$ cat config.mk
export PLATFORM = sky130hd
export DESIGN_NAME = ulw_ctrl
export DESIGN_NICKNAME = d
export VERILOG_FILES = /design/src/rtl/ulw_pkg.sv /design/src/rtl/ulw_ctrl.sv
export SDC_FILE = /design/constraint.sdc
export NUM_CORES = 2
export LEC_CHECK = 0
export ABC_AREA = 1
export BUFFER_PORTS_ARGS = -buffer_cell sky130_fd_sc_hd__buf_2
export CAP_MARGIN = 0
export CORE_ASPECT_RATIO = 0.7
export CORE_MARGIN = 8
export CORE_UTILIZATION = 50
export CTS_CLUSTER_SIZE = 14
export DETAILED_ROUTE_END_ITERATION = 16
export PLACE_DENSITY = 0.8
export SKIP_CTS_REPAIR_TIMING = 1
export SYNTH_ARGS = -nofsm -noshare
export SYNTH_HDL_FRONTEND = slang
export SYNTH_SLANG_ARGS = --single-unit
export TNS_END_PERCENT = 50
$ cat constraint.sdc
create_clock -name clk -period 16.3 [get_ports clk]
set_clock_uncertainty 0.2 [all_clocks]
set_input_delay 0.815 -clock clk [delete_from_list [all_inputs] [get_ports clk]]
set_output_delay 0.815 -clock clk [all_outputs]
set_load 0.02 [all_outputs]
$ cat src/rtl/ulw_pkg.sv
`timescale 1ns / 1ps
package ulw_pkg;

	localparam int RING_DEPTH_DEF = 128;

	// operation codes
	localparam logic [2:0] FUNC_APPEND      = 3'd0;
	localparam logic [2:0] FUNC_TERM        = 3'd1;
	localparam logic [2:0] FUNC_STABLE      = 3'd2;
	localparam logic [2:0] FUNC_STABLE_SNAP = 3'd3;
	localparam logic [2:0] FUNC_RESTORE     = 3'd4;
	localparam logic [2:0] FUNC_READ        = 3'd5;

	// error codes
	localparam logic [1:0] ERR_NONE   = 2'd0;
	localparam logic [1:0] ERR_BOUNDS = 2'd1;
	localparam logic [1:0] ERR_FULL   = 2'd2;

	typedef struct packed {
		logic [63:0] range_end;
		logic [31:0] payload;
		logic [63:0] term;
		logic [63:0] index;
		logic [2:0]  func;
	} req_t;

	// packed so that found is bit 0
	typedef struct packed {
		logic [1:0]  error;
		logic        last_valid;
		logic [63:0] last_index;
		logic        first_valid;
		logic [63:0] first_index;
		logic [31:0] payload_out;
		logic [63:0] term_out;
		logic        found;
	} res_t;

	typedef struct packed {
		logic [63:0] term;
		logic [31:0] payload;
	} entry_t;

endpackage

$ cat src/rtl/ulw_ctrl.sv
`timescale 1ns / 1ps
module ulw_ctrl #(
	parameter int RING_DEPTH = ulw_pkg::RING_DEPTH_DEF,
	parameter int SW         = (RING_DEPTH > 1) ? $clog2(RING_DEPTH) : 1,
	parameter int CW         = $clog2(RING_DEPTH + 1)
) (
	input  logic            clk,
	input  logic            arst_n,
	input  logic            req_valid,
	output logic            req_ready,
	input  ulw_pkg::req_t   req,
	output logic            res_valid,
	input  logic            res_ready,
	output ulw_pkg::res_t   res,
	output logic            mem_wr,
	output logic            mem_rd,
	output logic [SW-1:0]   mem_addr,
	output ulw_pkg::entry_t mem_wdata,
	input  ulw_pkg::entry_t mem_rdata
);
	import ulw_pkg::*;

	typedef enum logic [4:0] {
		ST_IDLE   = 5'b00001,
		ST_CALC   = 5'b00010,
		ST_DECIDE = 5'b00100,
		ST_READ   = 5'b01000,
		ST_DONE   = 5'b10000
	} state_t;

	localparam logic [CW-1:0] DEPTH_C = CW'(RING_DEPTH);

	// (head + offs) mod depth, correct for offs not above depth
	function automatic logic [SW-1:0] slot_of(input logic [SW-1:0] head,
	                                          input logic [CW-1:0] offs);
		logic [CW:0] sum;
		sum = (CW+1)'(head) + (CW+1)'(offs);
		if (sum >= (CW+1)'(RING_DEPTH)) begin
			sum = sum - (CW+1)'(RING_DEPTH);
		end
		return sum[SW-1:0];
	endfunction

	state_t state_q;

	// window state
	logic [63:0]   base_q;
	logic [CW-1:0] count_q;
	logic [SW-1:0] head_q;
	logic          snap_valid_q;
	logic [63:0]   snap_index_q;
	logic [63:0]   snap_term_q;

	// item registers
	req_t          req_s1;
	logic [63:0]   d_idx_s2;
	logic [63:0]   d_hi_s2;
	logic [63:0]   idx_inc_s2;
	logic          idx_ge_s2;
	logic          lo_gt_hi_s2;
	logic          lo_lt_hi_s2;
	logic          snap_eq_s2;
	logic [CW-1:0] drop_cnt_s3;
	logic [SW-1:0] drop_slot_s3;

	// partial result
	logic          found_q;
	logic [63:0]   term_res_q;
	logic [31:0]   pay_res_q;
	logic [1:0]    err_q;

	// output register
	logic          out_valid_q;
	res_t          out_q;

	// stage-one arithmetic
	logic [64:0] sub_idx;
	assign sub_idx = {1'b0, req_s1.index} - {1'b0, base_q};

	// decide-stage classification
	logic [CW-1:0] d_lo;
	logic          d_small;
	logic          eq_end;
	logic          in_win;
	logic          beyond;
	logic          at_or_below;
	logic          hi_over;
	logic          read_err;
	logic [CW-1:0] keep;
	logic [63:0]   new_base;
	logic          app_bound_err;
	logic          app_full;

	assign d_lo        = d_idx_s2[CW-1:0];
	assign d_small     = (d_idx_s2[63:CW] == '0);
	assign eq_end      = idx_ge_s2 && d_small && (d_lo == count_q);
	assign in_win      = idx_ge_s2 && d_small && (d_lo < count_q);
	assign beyond      = idx_ge_s2 && !(d_small && (d_lo <= count_q));
	assign at_or_below = !idx_ge_s2 || (d_idx_s2 == '0);
	assign hi_over     = !((d_hi_s2[63:CW] == '0) && (d_hi_s2[CW-1:0] <= count_q));
	assign read_err    = lo_gt_hi_s2 || !idx_ge_s2 || hi_over;

	always_comb begin
		keep          = count_q;
		new_base      = base_q;
		app_bound_err = 1'b0;
		if (eq_end) begin
			keep = count_q;
		end else if (at_or_below) begin
			keep     = '0;
			new_base = req_s1.index;
		end else if (beyond) begin
			app_bound_err = 1'b1;
		end else begin
			keep = d_lo;
		end
	end

	assign app_full = !app_bound_err && (keep == DEPTH_C);

	// ring port: write only on append, read only on lookups
	always_comb begin
		mem_wr    = 1'b0;
		mem_rd    = 1'b0;
		mem_addr  = slot_of(head_q, d_lo);
		mem_wdata = '{term: req_s1.term, payload: req_s1.payload};
		if (state_q == ST_DECIDE) begin
			case (req_s1.func)
				FUNC_APPEND: begin
					mem_addr = slot_of(head_q, keep);
					mem_wr   = !app_bound_err && !app_full;
				end
				FUNC_TERM: begin
					mem_rd = idx_ge_s2 && in_win;
				end
				FUNC_STABLE: begin
					mem_rd = in_win;
				end
				FUNC_READ: begin
					mem_rd = !read_err && lo_lt_hi_s2;
				end
				default: begin
					mem_rd = 1'b0;
				end
			endcase
		end
	end

	logic out_load;
	assign out_load  = (state_q == ST_DONE) && (!out_valid_q || res_ready);
	assign req_ready = (state_q == ST_IDLE);

	always_ff @(posedge clk or negedge arst_n) begin
		if (!arst_n) begin
			state_q      <= ST_IDLE;
			base_q       <= '0;
			count_q      <= '0;
			head_q       <= '0;
			snap_valid_q <= 1'b0;
			snap_index_q <= '0;
			snap_term_q  <= '0;
			out_valid_q  <= 1'b0;
		end else begin
			if (out_load) begin
				out_valid_q <= 1'b1;
			end else if (res_ready) begin
				out_valid_q <= 1'b0;
			end
			case (state_q)
				ST_IDLE: begin
					if (req_valid) begin
						state_q <= ST_CALC;
					end
				end
				ST_CALC: begin
					state_q <= ST_DECIDE;
				end
				ST_DECIDE: begin
					state_q <= mem_rd ? ST_READ : ST_DONE;
					case (req_s1.func)
						FUNC_APPEND: begin
							if (mem_wr) begin
								base_q  <= new_base;
								count_q <= keep + CW'(1);
							end
						end
						FUNC_STABLE_SNAP: begin
							if (snap_valid_q && snap_eq_s2) begin
								snap_valid_q <= 1'b0;
							end
						end
						FUNC_RESTORE: begin
							base_q       <= idx_inc_s2;
							count_q      <= '0;
							snap_valid_q <= 1'b1;
							snap_index_q <= req_s1.index;
							snap_term_q  <= req_s1.term;
						end
						default: begin
							base_q <= base_q;
						end
					endcase
				end
				ST_READ: begin
					state_q <= ST_DONE;
					if (req_s1.func == FUNC_STABLE && mem_rdata.term == req_s1.term) begin
						count_q <= count_q - drop_cnt_s3;
						head_q  <= drop_slot_s3;
						base_q  <= idx_inc_s2;
					end
				end
				ST_DONE: begin
					if (out_load) begin
						state_q <= ST_IDLE;
					end
				end
				default: begin
					state_q <= ST_IDLE;
				end
			endcase
		end
	end

	// datapath registers
	always_ff @(posedge clk) begin
		if (state_q == ST_IDLE && req_valid) begin
			req_s1 <= req;
		end
		if (state_q == ST_CALC) begin
			d_idx_s2    <= sub_idx[63:0];
			idx_ge_s2   <= !sub_idx[64];
			d_hi_s2     <= req_s1.range_end - base_q;
			idx_inc_s2  <= req_s1.index + 64'd1;
			lo_gt_hi_s2 <= req_s1.index > req_s1.range_end;
			lo_lt_hi_s2 <= req_s1.index < req_s1.range_end;
			snap_eq_s2  <= (snap_index_q == req_s1.index);
		end
		if (state_q == ST_DECIDE) begin
			drop_cnt_s3  <= d_lo + CW'(1);
			drop_slot_s3 <= slot_of(head_q, d_lo + CW'(1));
			found_q      <= 1'b0;
			term_res_q   <= '0;
			pay_res_q    <= '0;
			err_q        <= ERR_NONE;
			case (req_s1.func)
				FUNC_APPEND: begin
					if (app_bound_err) begin
						err_q <= ERR_BOUNDS;
					end else if (app_full) begin
						err_q <= ERR_FULL;
					end
				end
				FUNC_TERM: begin
					if (!idx_ge_s2 && snap_valid_q && snap_eq_s2) begin
						found_q    <= 1'b1;
						term_res_q <= snap_term_q;
					end
				end
				FUNC_READ: begin
					if (read_err) begin
						err_q <= ERR_BOUNDS;
					end
				end
				default: begin
					err_q <= ERR_NONE;
				end
			endcase
		end
		if (state_q == ST_READ) begin
			if (req_s1.func == FUNC_TERM) begin
				found_q    <= 1'b1;
				term_res_q <= mem_rdata.term;
			end else if (req_s1.func == FUNC_READ) begin
				found_q    <= 1'b1;
				term_res_q <= mem_rdata.term;
				pay_res_q  <= mem_rdata.payload;
			end
		end
		if (out_load) begin
			out_q.found       <= found_q;
			out_q.term_out    <= term_res_q;
			out_q.payload_out <= pay_res_q;
			out_q.error       <= err_q;
			out_q.first_valid <= snap_valid_q;
			out_q.first_index <= snap_valid_q ? snap_index_q + 64'd1 : '0;
			if (count_q != '0) begin
				out_q.last_index <= base_q + 64'(count_q) - 64'd1;
				out_q.last_valid <= 1'b1;
			end else begin
				out_q.last_index <= snap_valid_q ? snap_index_q : '0;
				out_q.last_valid <= snap_valid_q;
			end
		end
	end

	assign res_valid = out_valid_q;
	assign res       = out_q;

endmodule

# Yosys cells after proc, flatten, opt, wreduce, memory -nomap -nowiden
# Cells that the tools add are included.
word_totals:
  regBits: 980
  wordCells: 176
op_classes:
  addsub: 15
  order_cmp: 8
  n_eq_ne: 22
  muxes: 55
  reduce_logical: 42
op_table:
  columns: ["operator", "count"]
  rows:
  - ["2-to-1 mux 64 bit", 12]
  - ["case mux 64 bit (2 select lines)", 2]
  - ["adder 64 x 1 -> 64 bit (second input constant)", 2]
  - ["equality test 64 bit", 2]
  - ["2-to-1 mux 32 bit", 4]
  - ["logical NOT 56 bit", 2]
  - ["subtractor 64 x 64 -> 65 bit", 1]
  - ["adder 64 x 8 -> 64 bit", 1]
  - ["> comparator 64 bit", 1]
  - ["logical NOT 64 bit", 1]
  - ["< comparator 64 bit", 1]
  - ["subtractor 64 x 1 -> 64 bit (second input constant)", 1]
  - ["subtractor 64 bit", 1]
  - ["2-to-1 mux 8 bit", 5]
  - ["2-to-1 mux 7 bit", 5]
  - ["case mux 8 bit (2 select lines)", 2]
  - ["adder 7 x 8 -> 9 bit", 3]
  - [">= comparator 9 x 8 -> 1 bit (second input constant)", 3]
  - ["case mux 5 bit (5 select lines)", 1]
  - ["subtractor 7 x 1 -> 7 bit (second input constant)", 3]
  - ["adder 8 x 1 -> 8 bit (second input constant)", 2]
  - ["less-or-equal comparator 8 bit", 2]
  - ["logical AND 1 bit", 16]
  - ["2-to-1 mux 1 bit", 16]
  - ["29 further kinds", 53]

# Logic depth before layout (Yosys ltp)
logic_depth:
  depth_word: 16
  mapped_depth: 26

# Least setup slack after synthesis
# OpenSTA, ideal clock, no wires.
synth_timing:
  path_kind: "register to register"
  start: "register state_q[3]"
  end: "register state_q[0]"
  setup_ps: 491
  arrival_time_ps: 14885
  required_time_ps: 15609
  setup_slack_ps: 724
  stages_incl_launch_ff: 5
  n_path_buf: 0
  period_less_slack_ps: 15576
  cell_sequence: "dfrtp_1 nor2_1 nand2_1 nor3_1 o32ai_1"
synth_via:
  elab_chain_cells: 4
  elab_cells_between_ends: 10
synth_lines:
  columns: ["element", "line_no", "text"]
  rows:
  - ["start: declaration", "ulw_ctrl.sv:44", "state_t state_q;"]
  - ["start signal: assignment", "ulw_ctrl.sv:179", "state_q <= mem_rd ? ST_READ : ST_DONE;"]
  - ["equality test 5 bit", "ulw_ctrl.sv:150, ulw_ctrl.sv:169", null]
  - ["logical AND 1 bit", "ulw_ctrl.sv:150", "assign out_load = (state_q == ST_DONE) && (!out_valid_q || res_ready);"]
  - ["inequality test 2 bit (no line)", null, null]
  - ["AND reduction 2 bit (no line)", null, null]
# Several ways; a longest one is shown, not always the timed one.
# A chain may end at the register's enable or synchronous reset.

# Worst setup path after layout
layout_timing:
  start: "register d_idx_s2[55]"
  end: "output mem_addr[6]"
layout_via:
  elab_chain_cells: 12
  elab_cells_between_ends: 17
layout_lines:
  columns: ["element", "line_no", "text"]
  rows:
  - ["start: declaration", "ulw_ctrl.sv:56", "logic [63:0] d_idx_s2;"]
  - ["start signal: assignment", "ulw_ctrl.sv:230", "d_idx_s2 <= sub_idx[63:0];"]
  - ["logical NOT 56 bit", "ulw_ctrl.sv:95", "assign d_small = (d_idx_s2[63:CW] == '0);"]
  - ["logical AND 1 bit", "ulw_ctrl.sv:98", "assign beyond = idx_ge_s2 && !(d_small && (d_lo <= count_q));"]
  - ["logical NOT 1 bit", "ulw_ctrl.sv:98", null]
  - ["logical AND 1 bit", "ulw_ctrl.sv:98", null]
  - ["2-to-1 mux 8 bit", "ulw_ctrl.sv:112", "end else if (beyond) begin"]
  - ["2-to-1 mux 8 bit", "ulw_ctrl.sv:109", "end else if (at_or_below) begin"]
  - ["2-to-1 mux 8 bit *", "ulw_ctrl.sv:107", "if (eq_end) begin"]
  - ["adder 7 x 8 -> 9 bit *", "ulw_ctrl.sv:37", "sum = (CW+1)'(head) + (CW+1)'(offs);"]
  - [">= comparator 9 x 8 -> 1 bit / subtractor 7 x 1 -> 7 bit (equally long branches)", "ulw_ctrl.sv:38, ulw_ctrl.sv:39", null]
  - ["2-to-1 mux 7 bit *", "ulw_ctrl.sv:38", "if (sum >= (CW+1)'(RING_DEPTH)) begin"]
  - ["2-to-1 mux 7 bit *", "ulw_ctrl.sv:128", "case (req_s1.func)"]
  - ["2-to-1 mux 7 bit *", "ulw_ctrl.sv:127", "if (state_q == ST_DECIDE) begin"]
  - ["end: declaration", "ulw_ctrl.sv:17", "output logic [SW-1:0] mem_addr,"]
# Mark *: on every way between the ends. The rest lies on a longest branch, timed or not.

==> impl_metrics.csv <==
group,metric,value,unit
status,status,"finished, final reports clean",
synthesis,syn_inst,6051,
timing,slew-limit-headroom,0.156,
layout,fillers,9721,
route,viasPerCell,5.88,
clock_network,cts_tree,"done",
worst_setup_path,r2r-start,"state_q[0]",
clock_network,clk_path_buf_depth,3,
worst_setup_path,crit_type,"reg -> out",
clock_network,h-tree-depth,3,
synthesis,yosysWarnings,0,
floorplanning,dieArea,122000,sq um
synthesis,syn_avg_cell_area,9.19,sq um
layout,syn_to_final_growth,13.4,%
synthesis,ys_ff_latch,980,
worst_setup_path,cpPeakStageDelay,0.66,ns
pwr,leakagePower,26.9,nW
timing,tns,0,ns
synthesis,synth_area,55600,sq um
clock_network,clock-sinks,980,
floorplanning,start_util,0.504,
clock_network,root_buffer,"clkbuf_16",
route,post-route-drc-count,0,
synthesis,syn_nets,6694,
synthesis,ys_types,72,
timing,hold_viol_final,0,
clock_network,cts_buffers,98,
worst_setup_path,startpoint_type,"register",
layout,drive_gt1_frac,0.163,
clock_network,clk_latency,0.72,ns
route,met2_wirelength,86800,microns
hold_path,hp-class,"in -> reg",
pwr,total_power,14.8,mW
synthesis,synth_enable_flop_cells,669,
pwr,power_density,234,nW/um^2
global_route,grt_pass1_wl,306000,microns
floorplanning,io_pins,663,
route,num_vias,48100,
global_route,grt_use_total,0.336,
place,port_buffers,662,
layout,final_core_util,0.571,
pwr,ir_drop,0.135,mV
clock_network,clkTransAtPathRegs,0.07,ns
worst_setup_path,required,15.29,ns
worst_setup_path,path_buf_inv,3,
floorplanning,fp.dieW,415,microns
global_route,grt_max_degree,137,
route,ant_nets,0,
synthesis,async_flop_share,0.218,
route,wl_met1,93300,microns
flow_run,cap_viol_max_count,0,
route,drt-total-wl,216000,microns
route,wl_met3,30100,microns
global_route,overflow,0,
floorplanning,chipHeight,295,microns
worst_setup_path,cp_top_family,"simple AND/OR/NAND/NOR gates",
worst_setup_path,path_cells,"nor2_1 -> nand2_1 -> nor2_1 -> nand2_1 -> nor2_1 -> nand4_2 -> nand2_1 -> nor2_1 -> a21oi_1 -> nand2_1 -> inv_1 -> ha_1 -> inv_1 -> fa_1 -> nor2_1 -> a211oi_1 -> or2_2 -> nand2_1 -> a21oi_1 -> xnor2_1 -> xor2_1 -> a21oi_1 -> buf_2",
layout,finalNetCount,7269,
worst_setup_path,startpoint,"d_idx_s2[55]",
timing,grt_setup_unrepaired,"false",
timing,worst_pin_slew,1.25,ns
layout,register_area,27400,sq um
place,post-place-ws,10.59,ns
worst_setup_path,cp-end-kind,"primary output",
global_route,grt_pass1_vias,44000,
synthesis,synthFlopType,"edfxtp_1",
timing,period_needed,6.31,ns
timing,period_share,0.387,
route,first_pass_iters,6,
place,gp_congestion,1.01,
timing,drv_slew,0,
timing,worst_slack,9.99,ns
hold_path,hold_path.startpoint,"req[226]",
route,wl_per_cell,26.4,microns
floorplanning,rows,102,
global_route,antenna_found_initial,18,
place,dp_hpwl,174000,microns
route,drt_iter0_markers,7042,
timing,finalSetupViolCount,0,
worst_setup_path,cp_max_fo,12,
synthesis,ys_seq_area_frac,0.493,
worst_setup_path,slowest_stage,"nor2_1",
floorplanning,core,110000,sq um
timing,max_freq,159,MHz
worst_setup_path,cp_data_arrival_time,5.29,ns
route,routed.top_layer,"met4",
layout,multi_input_area,23900,sq um
==> power by group <==
group          switching, mW  leakage [nW]  internal, mW  total (mW)
Sequential             0.750          9.82          3.89        4.64
Clock                   1.04          1.60          1.30        2.33
Combinational           5.43          15.5          2.35        7.78
==> cell usage after synthesis, drive strengths merged (12+ instances only) <==
cell type	count	area (sq um)
a21o	25	188
dfrtp	213	5330
buf	135	998
o21bai	13	97.6
or2	14	87.6
nor2	654	2530
nor4	65	434
clkbuf	87	327
nor3	121	637
xnor2	135	1180
xor2	193	1690
ha	309	3870
inv	796	2990
a211oi	12	90.1
dfxtp	97	1940
o211ai	17	128
mux2	58	653
a21oi	424	2120
a221oi	68	596
edfxtp	669	20100
nand2	974	3810
o21ai	475	2620
nand3	203	1060
nand4	93	609
a31oi	75	469
o21a	29	218
==> state kept, by name, indices dropped and copies added (netlist names), 8 cells and up <==
register and cells:
base_q 64, d_hi_s2 64, d_idx_s2 64, res 229, term_res_q 64, pay_res_q 32, req_s1 131, idx_inc_s2 64
mem_wdata 96, snap_index_q 64, count_q 8, drop_cnt_s3 8, snap_term_q 64
==> final timing paths <==
kind	to	slack, ns	cells past startpoint
max	mem_addr[6]	9.99	23
min	req_s1[226]	0.06	1
max reg2reg	base_q[57]	10.53	11
min reg2reg	res[31]	0.22	0
max in group asynchronous	base_q[56]	14.06	3
min in group asynchronous	head_q[0]	0.46	2
==> metal layers <==
layer	global-route usage	up-vias
met5	0	-
met4	0.0803	0
met3	0.114	320
met2	0.468	2942
met1	0.502	23000
li1	-	21800
==> per-stage QoR <==
| step | instance area (sq um) | std cells | hold slack [ns] |
|---|---|---|---|
| 6_report | 63100 | 8181 | 0.0604 |
| 5_1_grt | 63000 | 8171 | 0.0312 |
| 4_1_cts | 63000 | 8167 | -0.132 |
| 3_5_place_dp | 59700 | 7981 | 0.217 |
| 3_3_place_gp | 59700 | 7981 | 0.212 |
| 2_1_floorplan | 55600 | 6051 | 0.200 |
==> cell usage in the layout (no fill, tap or decap), types with 198 or more instances in the layout <==
master / count
a21oi_1: 424
buf_2: 661
dfrtp_1: 213
edfxtp_1: 669
ha_1: 309
inv_1: 791
nand2_1: 919
nand3_1: 198
nor2_1: 633
o21ai_0: 397
==> cell families after synthesis <==
kind of cell,share of synthesized area
AND/OR/NAND/NOR,0.168
AO/OA/AOI/OAI,0.126
buffers and inverters,0.0782
flip-flops,0.493
XOR/XNOR,0.0517
adder cells (fa/ha/maj),0.0721
multiplexers,0.0119
==> final cells by class <==
class / count / area share
inverter: 805 / 0.0480
antenna: 13 / 0.000516
timing repair buffer: 697 / 0.0571
multi-input combinational: 4044 / 0.379
sequential: 980 / 0.434
clock buffer: 129 / 0.0432
clock inverter: 57 / 0.00873
tap: 1456 / 0.0289
==> worst register-to-register path, cell delays in order (launching register included) <==
cell and delay, ns:
dfstp_2 0.38, nor2_1 0.22, nand2_1 0.13, nor3_4 0.85, clkinv_2 0.68, nor2_1 0.90
nand2_1 0.22, nand3_4 0.14, buf_4 0.67, buf_4 0.98, nand2_1 0.25, o21ai_2 0.09
(Power assumes the default switching activity.)
